$ cat config.mk
export PLATFORM = sky130hd
export DESIGN_NAME = rle_literal_repeat_encoder
export DESIGN_NICKNAME = d
export VERILOG_FILES = /design/src/hdl/rle_pkg.sv /design/src/hdl/rle_literal_repeat_encoder.sv
export SDC_FILE = /design/constraint.sdc
export NUM_CORES = 1
export LEC_CHECK = 0
export CAP_MARGIN = 20
export CORE_MARGIN = 3
export CORE_UTILIZATION = 44
export DETAILED_ROUTE_END_ITERATION = 12
export DONT_BUFFER_PORTS = 1
export PLACE_DENSITY_LB_ADDON = 0.3
export SLEW_MARGIN = 20
export SYNTH_ARGS = -nofsm -noshare
export SYNTH_HDL_FRONTEND = slang
export SYNTH_SLANG_ARGS = --single-unit
$ cat constraint.sdc
create_clock -name clk_i -period 3.4 [get_ports clk_i]
set_input_delay 0.51 -clock clk_i [delete_from_list [all_inputs] [get_ports clk_i]]
set_output_delay 0.51 -clock clk_i [all_outputs]
set_load 0.02 [all_outputs]
$ cat src/hdl/rle_pkg.sv
// Package for the literal/repeat run-length encoder.
// Holds the shared widths, constants and enum types; depends on nothing.
package rle_pkg;

  localparam int unsigned LITERAL_MAX_DEF = 32;
  localparam int unsigned COUNT_W = 8;
  localparam int unsigned BYTE_W = 8;
  localparam logic [COUNT_W-1:0] REPEAT_MAX = 8'd129;

  localparam int unsigned IN_TDATA_W = 8;
  localparam int unsigned OUT_TDATA_W = 24;
  localparam int unsigned OUT_LEN_LSB = 0;
  localparam int unsigned OUT_BYTE_LSB = 8;
  localparam int unsigned OUT_BATCH_BIT = 16;
  localparam int unsigned OUT_STREAM_BIT = 17;

  localparam logic KIND_REPEAT = 1'b0;
  localparam logic KIND_LITERAL = 1'b1;

  typedef enum logic [1:0] {
    MODE_EMPTY = 2'd0,
    MODE_LIT   = 2'd1,
    MODE_REP   = 2'd2
  } mode_e;

  typedef enum logic [3:0] {
    ST_IDLE   = 4'b0001,
    ST_FLUSH  = 4'b0010,
    ST_REP    = 4'b0100,
    ST_SINGLE = 4'b1000
  } state_e;

endpackage

$ cat src/hdl/rle_literal_repeat_encoder.sv
// Top level of the literal/repeat run-length encoder; uses rle_pkg.
// An item causing no result leaves ready high; ready returns after its last result is loaded.
// A literal flush reads the byte store (registered read port) at one result per cycle while
// the output does not stall; repeat and single-byte records need no read of the store.
// Reset clears the run state, the sequencer and the output valid flag; the byte store is
// not cleared and needs no clearing pass, since only written entries are ever read.
module rle_literal_repeat_encoder
  import rle_pkg::*;
#(
  parameter int unsigned LITERAL_MAX = LITERAL_MAX_DEF
) (
  input  logic                   clk_i,
  input  logic                   rst_ni,
  input  logic                   s_axis_tvalid,
  output logic                   s_axis_tready,
  // [7:0] data_byte
  input  logic [IN_TDATA_W-1:0]  s_axis_tdata,
  input  logic                   s_axis_tlast,
  output logic                   m_axis_tvalid,
  input  logic                   m_axis_tready,
  // [7:0] run_length, [15:8] out_byte, [16] batch_end, [17] stream_end, [23:18] zero
  output logic [OUT_TDATA_W-1:0] m_axis_tdata,
  output logic                   m_axis_tlast,
  // [0] run_kind
  output logic                   m_axis_tuser
);

  localparam int unsigned AW = $clog2(LITERAL_MAX);
  localparam int unsigned NW = $clog2(LITERAL_MAX + 1);

  logic [BYTE_W-1:0] mem [LITERAL_MAX];
  logic [BYTE_W-1:0] rdata_q;

  state_e            state_q, state_d;
  mode_e             mode_q, mode_d;
  logic [COUNT_W-1:0] count_q, count_d;
  logic [BYTE_W-1:0] prev_q;
  logic              last_q;
  logic              pend_q, pend_d;
  logic              rep_en_q, rep_en_d;
  logic              single_en_q, single_en_d;
  logic [COUNT_W-1:0] rep_len_q, rep_len_d;
  logic [BYTE_W-1:0] rep_byte_q, rep_byte_d;
  logic [NW-1:0]     flush_len_q, flush_len_d;
  logic [NW-1:0]     rd_left_q, rd_left_d;
  logic [NW-1:0]     ld_left_q, ld_left_d;
  logic [AW-1:0]     rd_addr_q, rd_addr_d;
  logic              rv_q, rv_d;

  logic              ov_q, ov_d;
  logic              o_kind_q, o_kind_d;
  logic [COUNT_W-1:0] o_len_q, o_len_d;
  logic [BYTE_W-1:0] o_byte_q, o_byte_d;
  logic              o_rend_q, o_rend_d;
  logic              o_bend_q, o_bend_d;
  logic              o_send_q, o_send_d;

  logic              acc, ofree, load_mem, re;
  logic              we_now, we;
  logic [AW-1:0]     waddr_now, waddr;
  logic [BYTE_W-1:0] b_in;
  logic [COUNT_W-1:0] cnt_m1, cnt_p1;
  logic [NW-1:0]     lit_n;
  logic              lit_bend;
  state_e            after_flush, after_rep;

  assign s_axis_tready = (state_q == ST_IDLE);
  assign acc   = s_axis_tvalid && s_axis_tready;
  assign b_in  = s_axis_tdata[BYTE_W-1:0];
  assign ofree = !ov_q || m_axis_tready;
  assign cnt_m1 = count_q - COUNT_W'(1);
  assign cnt_p1 = count_q + COUNT_W'(1);

  // Plan of one accepted byte: optional literal flush, optional repeat record, optional single byte.
  always_comb begin
    mode_d      = mode_q;
    count_d     = count_q;
    lit_n       = '0;
    rep_en_d    = 1'b0;
    rep_len_d   = count_q;
    rep_byte_d  = prev_q;
    single_en_d = 1'b0;
    we_now      = 1'b0;
    waddr_now   = '0;
    pend_d      = 1'b0;
    case (mode_q)
      MODE_LIT: begin
        if (prev_q == b_in) begin
          lit_n   = cnt_m1[NW-1:0];
          mode_d  = MODE_REP;
          count_d = COUNT_W'(2);
          if (s_axis_tlast) begin
            rep_en_d   = 1'b1;
            rep_len_d  = COUNT_W'(2);
            rep_byte_d = b_in;
          end
        end else if (count_q >= COUNT_W'(LITERAL_MAX)) begin
          lit_n       = count_q[NW-1:0];
          pend_d      = 1'b1;
          count_d     = COUNT_W'(1);
          single_en_d = s_axis_tlast;
        end else begin
          we_now    = 1'b1;
          waddr_now = count_q[AW-1:0];
          count_d   = cnt_p1;
          if (s_axis_tlast) begin
            lit_n = cnt_p1[NW-1:0];
          end
        end
      end
      MODE_REP: begin
        if (prev_q == b_in && count_q < REPEAT_MAX) begin
          count_d = cnt_p1;
          if (s_axis_tlast) begin
            rep_en_d  = 1'b1;
            rep_len_d = cnt_p1;
          end
        end else begin
          rep_en_d    = 1'b1;
          we_now      = 1'b1;
          mode_d      = MODE_LIT;
          count_d     = COUNT_W'(1);
          single_en_d = s_axis_tlast;
        end
      end
      default: begin
        we_now      = 1'b1;
        mode_d      = MODE_LIT;
        count_d     = COUNT_W'(1);
        single_en_d = s_axis_tlast;
      end
    endcase
    if (s_axis_tlast) begin
      mode_d  = MODE_EMPTY;
      count_d = '0;
    end
  end

  assign after_rep   = single_en_q ? ST_SINGLE : ST_IDLE;
  assign after_flush = rep_en_q ? ST_REP : after_rep;
  assign load_mem    = (state_q == ST_FLUSH) && rv_q && ofree;
  assign re          = (state_q == ST_FLUSH) && (rd_left_q != '0) && (!rv_q || load_mem);
  assign lit_bend    = !rep_en_q && !single_en_q;

  // Sequencer and output register.
  always_comb begin
    state_d   = state_q;
    rd_left_d = rd_left_q;
    ld_left_d = ld_left_q;
    rd_addr_d = rd_addr_q;
    rv_d      = rv_q;
    flush_len_d = flush_len_q;
    ov_d      = ov_q && !m_axis_tready;
    o_kind_d  = o_kind_q;
    o_len_d   = o_len_q;
    o_byte_d  = o_byte_q;
    o_rend_d  = o_rend_q;
    o_bend_d  = o_bend_q;
    o_send_d  = o_send_q;
    case (state_q)
      ST_IDLE: begin
        if (acc) begin
          flush_len_d = lit_n;
          rd_left_d   = lit_n;
          ld_left_d   = lit_n;
          rd_addr_d   = '0;
          rv_d        = 1'b0;
          if (lit_n != '0) begin
            state_d = ST_FLUSH;
          end else if (rep_en_d) begin
            state_d = ST_REP;
          end else if (single_en_d) begin
            state_d = ST_SINGLE;
          end
        end
      end
      ST_FLUSH: begin
        if (re) begin
          rd_left_d = rd_left_q - NW'(1);
          rd_addr_d = rd_addr_q + AW'(1);
          rv_d      = 1'b1;
        end else if (load_mem) begin
          rv_d = 1'b0;
        end
        if (load_mem) begin
          ov_d      = 1'b1;
          o_kind_d  = KIND_LITERAL;
          o_len_d   = {{(COUNT_W-NW){1'b0}}, flush_len_q};
          o_byte_d  = rdata_q;
          o_rend_d  = (ld_left_q == NW'(1));
          o_bend_d  = (ld_left_q == NW'(1)) && lit_bend;
          o_send_d  = (ld_left_q == NW'(1)) && lit_bend && last_q;
          ld_left_d = ld_left_q - NW'(1);
          if (ld_left_q == NW'(1)) begin
            state_d = after_flush;
          end
        end
      end
      ST_REP: begin
        if (ofree) begin
          ov_d     = 1'b1;
          o_kind_d = KIND_REPEAT;
          o_len_d  = rep_len_q;
          o_byte_d = rep_byte_q;
          o_rend_d = 1'b1;
          o_bend_d = !single_en_q;
          o_send_d = !single_en_q && last_q;
          state_d  = after_rep;
        end
      end
      ST_SINGLE: begin
        if (ofree) begin
          ov_d     = 1'b1;
          o_kind_d = KIND_LITERAL;
          o_len_d  = COUNT_W'(1);
          o_byte_d = prev_q;
          o_rend_d = 1'b1;
          o_bend_d = 1'b1;
          o_send_d = last_q;
          state_d  = ST_IDLE;
        end
      end
      default: begin
        state_d = ST_IDLE;
      end
    endcase
  end

  // The byte that starts a literal after a full flush is written once the flush is done.
  assign we    = (acc && we_now) || (pend_q && state_q != ST_IDLE && state_d == ST_IDLE);
  assign waddr = acc ? waddr_now : '0;

  always_ff @(posedge clk_i) begin
    if (we) begin
      mem[waddr] <= acc ? b_in : prev_q;
    end
    if (re) begin
      rdata_q <= mem[rd_addr_q];
    end
  end

  always_ff @(posedge clk_i or negedge rst_ni) begin
    if (!rst_ni) begin
      state_q     <= ST_IDLE;
      mode_q      <= MODE_EMPTY;
      count_q     <= '0;
      pend_q      <= 1'b0;
      rep_en_q    <= 1'b0;
      single_en_q <= 1'b0;
      rd_left_q   <= '0;
      ld_left_q   <= '0;
      rv_q        <= 1'b0;
      ov_q        <= 1'b0;
    end else begin
      state_q   <= state_d;
      rd_left_q <= rd_left_d;
      ld_left_q <= ld_left_d;
      rv_q      <= rv_d;
      ov_q      <= ov_d;
      if (acc) begin
        mode_q      <= mode_d;
        count_q     <= count_d;
        pend_q      <= pend_d;
        rep_en_q    <= rep_en_d;
        single_en_q <= single_en_d;
      end else if (state_q != ST_IDLE && state_d == ST_IDLE) begin
        pend_q <= 1'b0;
      end
    end
  end

  always_ff @(posedge clk_i) begin
    rd_addr_q   <= rd_addr_d;
    flush_len_q <= flush_len_d;
    o_kind_q    <= o_kind_d;
    o_len_q     <= o_len_d;
    o_byte_q    <= o_byte_d;
    o_rend_q    <= o_rend_d;
    o_bend_q    <= o_bend_d;
    o_send_q    <= o_send_d;
    if (acc) begin
      prev_q     <= b_in;
      last_q     <= s_axis_tlast;
      rep_len_q  <= rep_len_d;
      rep_byte_q <= rep_byte_d;
    end
  end

  assign m_axis_tvalid = ov_q;
  assign m_axis_tlast  = o_rend_q;
  assign m_axis_tuser  = o_kind_q;
  assign m_axis_tdata  = {{(OUT_TDATA_W-OUT_STREAM_BIT-1){1'b0}}, o_send_q, o_bend_q,
                          o_byte_q, o_len_q};

endmodule

==> metrics.yaml, run 1 <==
clocking:
  tritoncts: "yes"
  htreeDepth: 2
  clkLatencyLatePin_ns: 0.53
  cts_buffer_depth: 3
  cts_root_buf: "clkbuf_16"
  clock-sinks: 351
  cts.clk_slew.worst_paths_ns: 0.06
  post_cts_buffers: 0
  cts_buffers: 37
worst_setup_path:
  cp_max_fo: 8
  ff2ff_setup_slack_ns: 0.51
  r2r-end: "mem[27][2]"
  crit_required_ns: 3.53
  crit_path_end_kind: "flop"
  rr_startpoint: "state_q[0]"
  crit_arrival_ns: 3.02
  critPathLaunchType: "flop"
  worst_r2r_path_depth: 5
  crit_type: "reg2reg"
synthesis:
  syn_area_per_cell_um2: 16.4
  synth.cell_area_um2: 15000
  ys_types: 71
  yosysSeqAreaShare: 0.688
  ys_ff_latch: 351
  yosys-top-cells-area: "edfxtp_1, mux4_2, dfrtp_1"
  synth_area_leader_cell: "edfxtp_1"
  synth_top_area_frac: 0.626
  syn_inst: 912
  synth-edff-count: 312
  yosysWarnings: 0
  synth_flop_cell: "edfxtp_1"
  ys_async_sr_fraction: 0.0883
place:
  placement.io_buffers: 0
  place_hpwl_mm: 20.4
  gp_congestion: 0.855
sta:
  fin_skew_ns: 0.0213
  rsz0062_at_grt: "no"
  max_freq_mhz: 346
  fin_crit_sh: 0.849
  max_slew_margin: 0.329
  hold_violations: 0
  setup_viol: 0
  worst_pin_slew_ns: 1.00
  period_minus_slack_ns: 2.89
  slew_viol_final: 0
  setup-tns-final_ns: 0
  fin_hold_ws_ns: 0.0816
route:
  drtIter0Drc: 592
  vias: 8107
  viasPerCell: 5.69
  drc: 0
  dr.pass1.iters: 5
  wl_mm: 31.5
  wire_per_inst_um: 22.1
  ant_nets: 0
power_and_ir_drop:
  ir_worst_vdd_uv: 559
  p_per_area_nw_per_um2: 835
  p_leak_uw: 0.00580
global_routing:
  grt_max_degree: 67
  grt_use_total: 0.177
  antenna_found_initial: 0
  grt_pass1_wl_mm: 49.3
  gr-total-overflow: 0
  grt_pass1_vias: 8138
layout:
  multi_input_area_um2: 4320
  drive_gt1_frac: 0.243
  seq_area_um2: 10300
  fill_cells: 2680
  syn2layout_area_growth_pct: 13.8
  layout.nets: 980
worst_hold_path:
  min_to: "mode_q[1]"
  hold_depth: 1
  hp-start: "s_axis_tlast"
  hold_path_class: "in2reg"
floorplanning:
  rows: 66
  fp.dieH_um: 190
  dieWidth_um: 190
  ios: 41
  die_area_um2: 36300
  initial_core_util: 0.453
  core_area_um2: 33000
status:
  outcome: "finished, final reports clean"
run:
  maxCapViolations: 0
[report_power, final]
part | internal (uW) | switching (uW)
combinational | 1590 | 2330
sequential | 5830 | 375
clock | 2470 | 1630
[registers in the layout (all words and copies together), names as in the netlist, 2 cells and up]
signal / flops
count_q: 8
o_byte_q: 8
o_len_q: 8
rdata_q: 8
flush_len_q: 6
mem: 256
rep_byte_q: 8
prev_q: 8
state_q: 4
rep_len_q: 8
ld_left_q: 6
rd_addr_q: 5
rd_left_q: 6
mode_q: 2
[stage by stage]
step | instances | worst slack, ns | utilization | cell area (um2) | total power (uW)
floorplan | 917 | 0.143 | - | 15000 | 8930
global route | 1425 | 0.343 | 0.516 | 17000 | 14900
detailed placement | 1356 | 0.538 | 0.477 | 15800 | 10200
CTS | 1425 | 0.481 | 0.516 | 17000 | 14400
global placement | 1356 | 0.591 | 0.477 | 15800 | 10100
finish | 1426 | 0.512 | 0.516 | 17000 | 14200
[what timing repair did]
| action | CTS | global route |
|---|---|---|
| resized for setup | 0 | 0 |
| hold buffers | 2 | 0 |
| endpoints found under the hold margin | 31 | 0 |
[worst max path at each step]
stage	slack (ns)	endpoint	startpoint
final	0.51	mem[27][2]	state_q[0]
after global routing	0.34	mem[27][2]	state_q[0]
after CTS	0.48	mem[27][2]	state_q[0]
after detailed placement	0.54	mem[27][1]	state_q[0]
after global placement	0.59	mem[27][4]	state_q[0]
after floorplan	0.14	mem[0][0]	state_q[3]
[kinds of logic (layout without fill, tap and decap cells)]
kind of cell             Yosys count  in the layout  share of synthesized area
flip-flops                       351            351                      0.688
AND/OR/NAND/NOR                  217            217                     0.0699
AO/OA/AOI/OAI                    141            141                     0.0654
multiplexers                      92             92                      0.129
buffers and inverters             84            150                     0.0248
XOR/XNOR                          14             14                     0.0122
adder cells (fa/ha/maj)           12             12                     0.0100
other                              1              7                   0.000250
[cell type report]
type / count / share of cell area
inverters: 18 / 0.00397
flip-flops and latches: 351 / 0.605
repair buffers: 65 / 0.0317
well taps: 442 / 0.0325
clock buffers: 48 / 0.0586
multi-input cells: 482 / 0.254
clock inverters: 19 / 0.0146
diodes: 1 / 0.000147
[cells in the final DEF (no fill, tap or decap), drive strengths merged, types with 9 or more instances in the layout]
master and instances:
xnor2 9, o31ai 9, clkbuf 48, a21oi 25
ha 12, nand3 21, clkinv 12, mux4 80
nor3 12, a22oi 13, a31oi 10, o21ai 37
buf 64, edfxtp 312, dfrtp 30, nand2 69
inv 19, nor2 73
[synth_stat cells, types with 5 or more instances]
library cell,count
buf_4,9
a22oi_1,13
xnor2_2,8
nor2_1,73
nor3_1,10
edfxtp_1,312
mux4_2,80
o21ai_0,15
dfxtp_1,8
nand3_1,21
mux2_2,8
buf_1,5
a21oi_1,24
o21ai_1,22
a22o_1,8
nand2b_1,6
or3_1,8
a31oi_1,10
clkbuf_1,39
dfrtp_1,30
inv_1,14
ha_1,12
buf_2,12
o31ai_1,7
and2_1,6
xor2_1,5
o22a_1,7
nand2_1,69
[critical path: stages, from the launching register on]
cell,delay (ns)
dfstp_2,0.60
nor4b_4,0.24
nand2_1,0.16
nor3_2,0.48
nand3_1,0.21
nor2_1,0.81
[per-layer routing]
metal	routed length, um	share of wire	up-vias	global-route usage
met5	0	0	-	0
met4	561	0.018	0	0.0423
met3	1790	0.057	41	0.0309
li1	-	-	3646	-
met1	13700	0.43	4149	0.249
met2	15400	0.49	271	0.290
Power figures use the tool's default switching activity.
==> run 2, diff against run 1 <==
==> constraint.sdc (replaced) <==
create_clock -name clk_i -period 2.75 [get_ports clk_i]
set_input_delay 0.4125 -clock clk_i [delete_from_list [all_inputs] [get_ports clk_i]]
set_output_delay 0.4125 -clock clk_i [all_outputs]
set_load 0.02 [all_outputs]
==> run 2 against run 1 <==
Sequential power up 23%. Count of clock-buffer cells in the layout decreased by 1. Combinational power up 36%. Sequential share of layout area fell by 0.72 points. Wire length increased by 6.4%. Register-to-register slack lost 0.33 ns. Via count grew 3.4%. Fmax is 13% higher. Clock power grew 15%. Utilization increased by 0.62 points. Power grew 24%. Clock skew up 0.0078 ns.
==> metrics.yaml, run 2 (synthesis gave the netlist of run 1 again) <==
status:
  outcome: "finished, final reports clean"
worst_setup_path:
  critPathMaxStageDelay_ns: 0.56
  critPathLaunchType: "flop"
  cp_num_cells: 5
  crit_slowest_cell: "mux4_2"
  crit_type: "reg2reg"
  crit_buf_inv: 2
  crit_path_cell_trace: "buf_12 -> buf_12 -> mux4_2 -> mux4_2 -> mux2_2"
  worst_r2r_path_depth: 5
  crit_arrival_ns: 2.84
  endpoint: "rdata_q[1]"
  crit_path_end_kind: "flop"
  r2r-end: "rdata_q[1]"
  cp_max_fo: 19
  path_delay_family: "multiplexers"
  crit_required_ns: 3.03
  startpoint: "rd_addr_q[0]"
  ff2ff_setup_slack_ns: 0.19
  rr_startpoint: "rd_addr_q[0]"
sta:
  max_slew_margin: 0.463
  fin_skew_ns: 0.0291
  worst_pin_slew_ns: 0.805
  max_freq_mhz: 390
  fin_hold_ws_ns: 0.0610
  rsz0062_at_grt: "no"
  slew_viol_final: 0
  fin_crit_sh: 0.932
  setup_slack_ns: 0.186
  hold_violations: 0
  setup_viol: 0
  period_minus_slack_ns: 2.56
route:
  drtIter0Drc: 735
  viasPerCell: 5.79
  drc: 0
  wl_mm: 33.5
  ant_nets: 0
  wire_per_inst_um: 23.1
  dr.pass1.iters: 5
  vias: 8380
clocking:
  clkLatencyLatePin_ns: 0.54
  htreeDepth: 2
  cts.clk_slew.worst_paths_ns: 0.06
  cts_buffer_depth: 3
  tritoncts: "yes"
  cts_root_buf: "clkbuf_16"
  clock-sinks: 351
  cts_buffers: 37
layout:
  regMostFlops: "mem"
  stdcell_count: 1447
  layout.nets: 1003
  largest_reg_flops: 256
  layout_common_cells: "edfxtp_1, mux4_2, buf_4, nor2_1, nand2_1"
  layout_commonest_cell: "edfxtp_1"
  n_antenna_cell: 0
  syn2layout_area_growth_pct: 15.2
  fill_cells: 2674
  fin_area_um2: 17200
  drive_gt1_frac: 0.274
power_and_ir_drop:
  ir_worst_vdd_uv: 534
  p_per_area_nw_per_um2: 1020
  p_leak_uw: 0.00590
floorplanning:
  initial_core_util: 0.453
  dieWidth_um: 190
  ios: 41
  die_area_um2: 36300
  fp.dieH_um: 190
  rows: 66
  core_area_um2: 33000
place:
  post_dp_cell_area_um2: 16000
  place_ws_ns: 0.0229
  place_hpwl_mm: 22.3
  dp_cells: 1378
  gp_congestion: 0.866
  placement.io_buffers: 0
global_routing:
  grt_pass1_vias: 8384
  grt_use_total: 0.188
  grt_max_degree: 67
  gr-total-overflow: 0
  antenna_found_initial: 0
  grt_pass1_wl_mm: 52.0
worst_hold_path:
  hold_path_class: "in2reg"
run:
  maxCapViolations: 0
## run 2: changes by cell type in the layout (fill, tap and decap cells not counted), sizes merged
cell,previous run,this run
clkinvlp,1,0
buf,64,86
diode,1,0
dlygate4sd3,1,2
clkinv,12,14
clkbuf,48,47
bufinv,5,2
inv,19,21
## run 2: per-stage QoR
stage,utilization,setup TNS [ns],total power (uW)
after floorplan,-,-5.63,11100
after global placement,0.485,0,13000
after detailed placement,0.485,0,13000
after CTS,0.521,-0.0560,17800
after global routing,0.522,0,18500
final,0.522,0,17700
## run 2: final cells by class
class | instances | area (um2) | area share
tap | 442 | 553 | 0.0321
clock inverter | 19 | 164 | 0.00950
inverter | 18 | 67.6 | 0.00392
multi-input combinational | 482 | 4390 | 0.255
timing repair buffer | 88 | 791 | 0.0459
clock buffer | 47 | 973 | 0.0564
sequential | 351 | 10300 | 0.598
## run 2: how the worst min path moves through the flow
stage,endpoint,cells past startpoint,start,slack [ns]
2_1_floorplan,count_q[0],0,rst_ni,0.12
3_3_place_gp,ld_left_q[5],0,rst_ni,0.12
3_5_place_dp,ld_left_q[5],0,rst_ni,0.12
4_1_cts,state_q[0],3,s_axis_tvalid,0.04
5_1_grt,state_q[0],3,s_axis_tvalid,0.07
6_report,state_q[0],3,s_axis_tvalid,0.06
## run 2: per-layer routing
| metal | wire (um) | track usage | vias to the layer above | share of wire |
|---|---|---|---|---|
| met2 | 15400 | 0.285 | 336 | 0.46 |
| met5 | 0 | 0 | - | 0 |
| met4 | 559 | 0.0452 | 0 | 0.017 |
| met1 | 15100 | 0.286 | 4303 | 0.45 |
| li1 | - | - | 3697 | - |
| met3 | 2400 | 0.0344 | 44 | 0.072 |
## run 2: report_power, final
group          internal, uW  total [uW]  switching, uW
Combinational          2140        5330           3200
Sequential             7220        7610            398
Clock                  2710        4710           2000
Total                 12100       17700           5600
## run 2: what timing repair did
action	in CTS	in global routing
gates resized for setup	0	9
endpoints found under the hold margin	36	0
hold buffers	3	0
endpoints found under the setup margin	5	227
setup buffers	0	0
## run 2: tightest hold or removal path, cell delays in order
cell	delay [ns]
inv_1	0.03
a21oi_1	0.05
o21ai_1	0.06
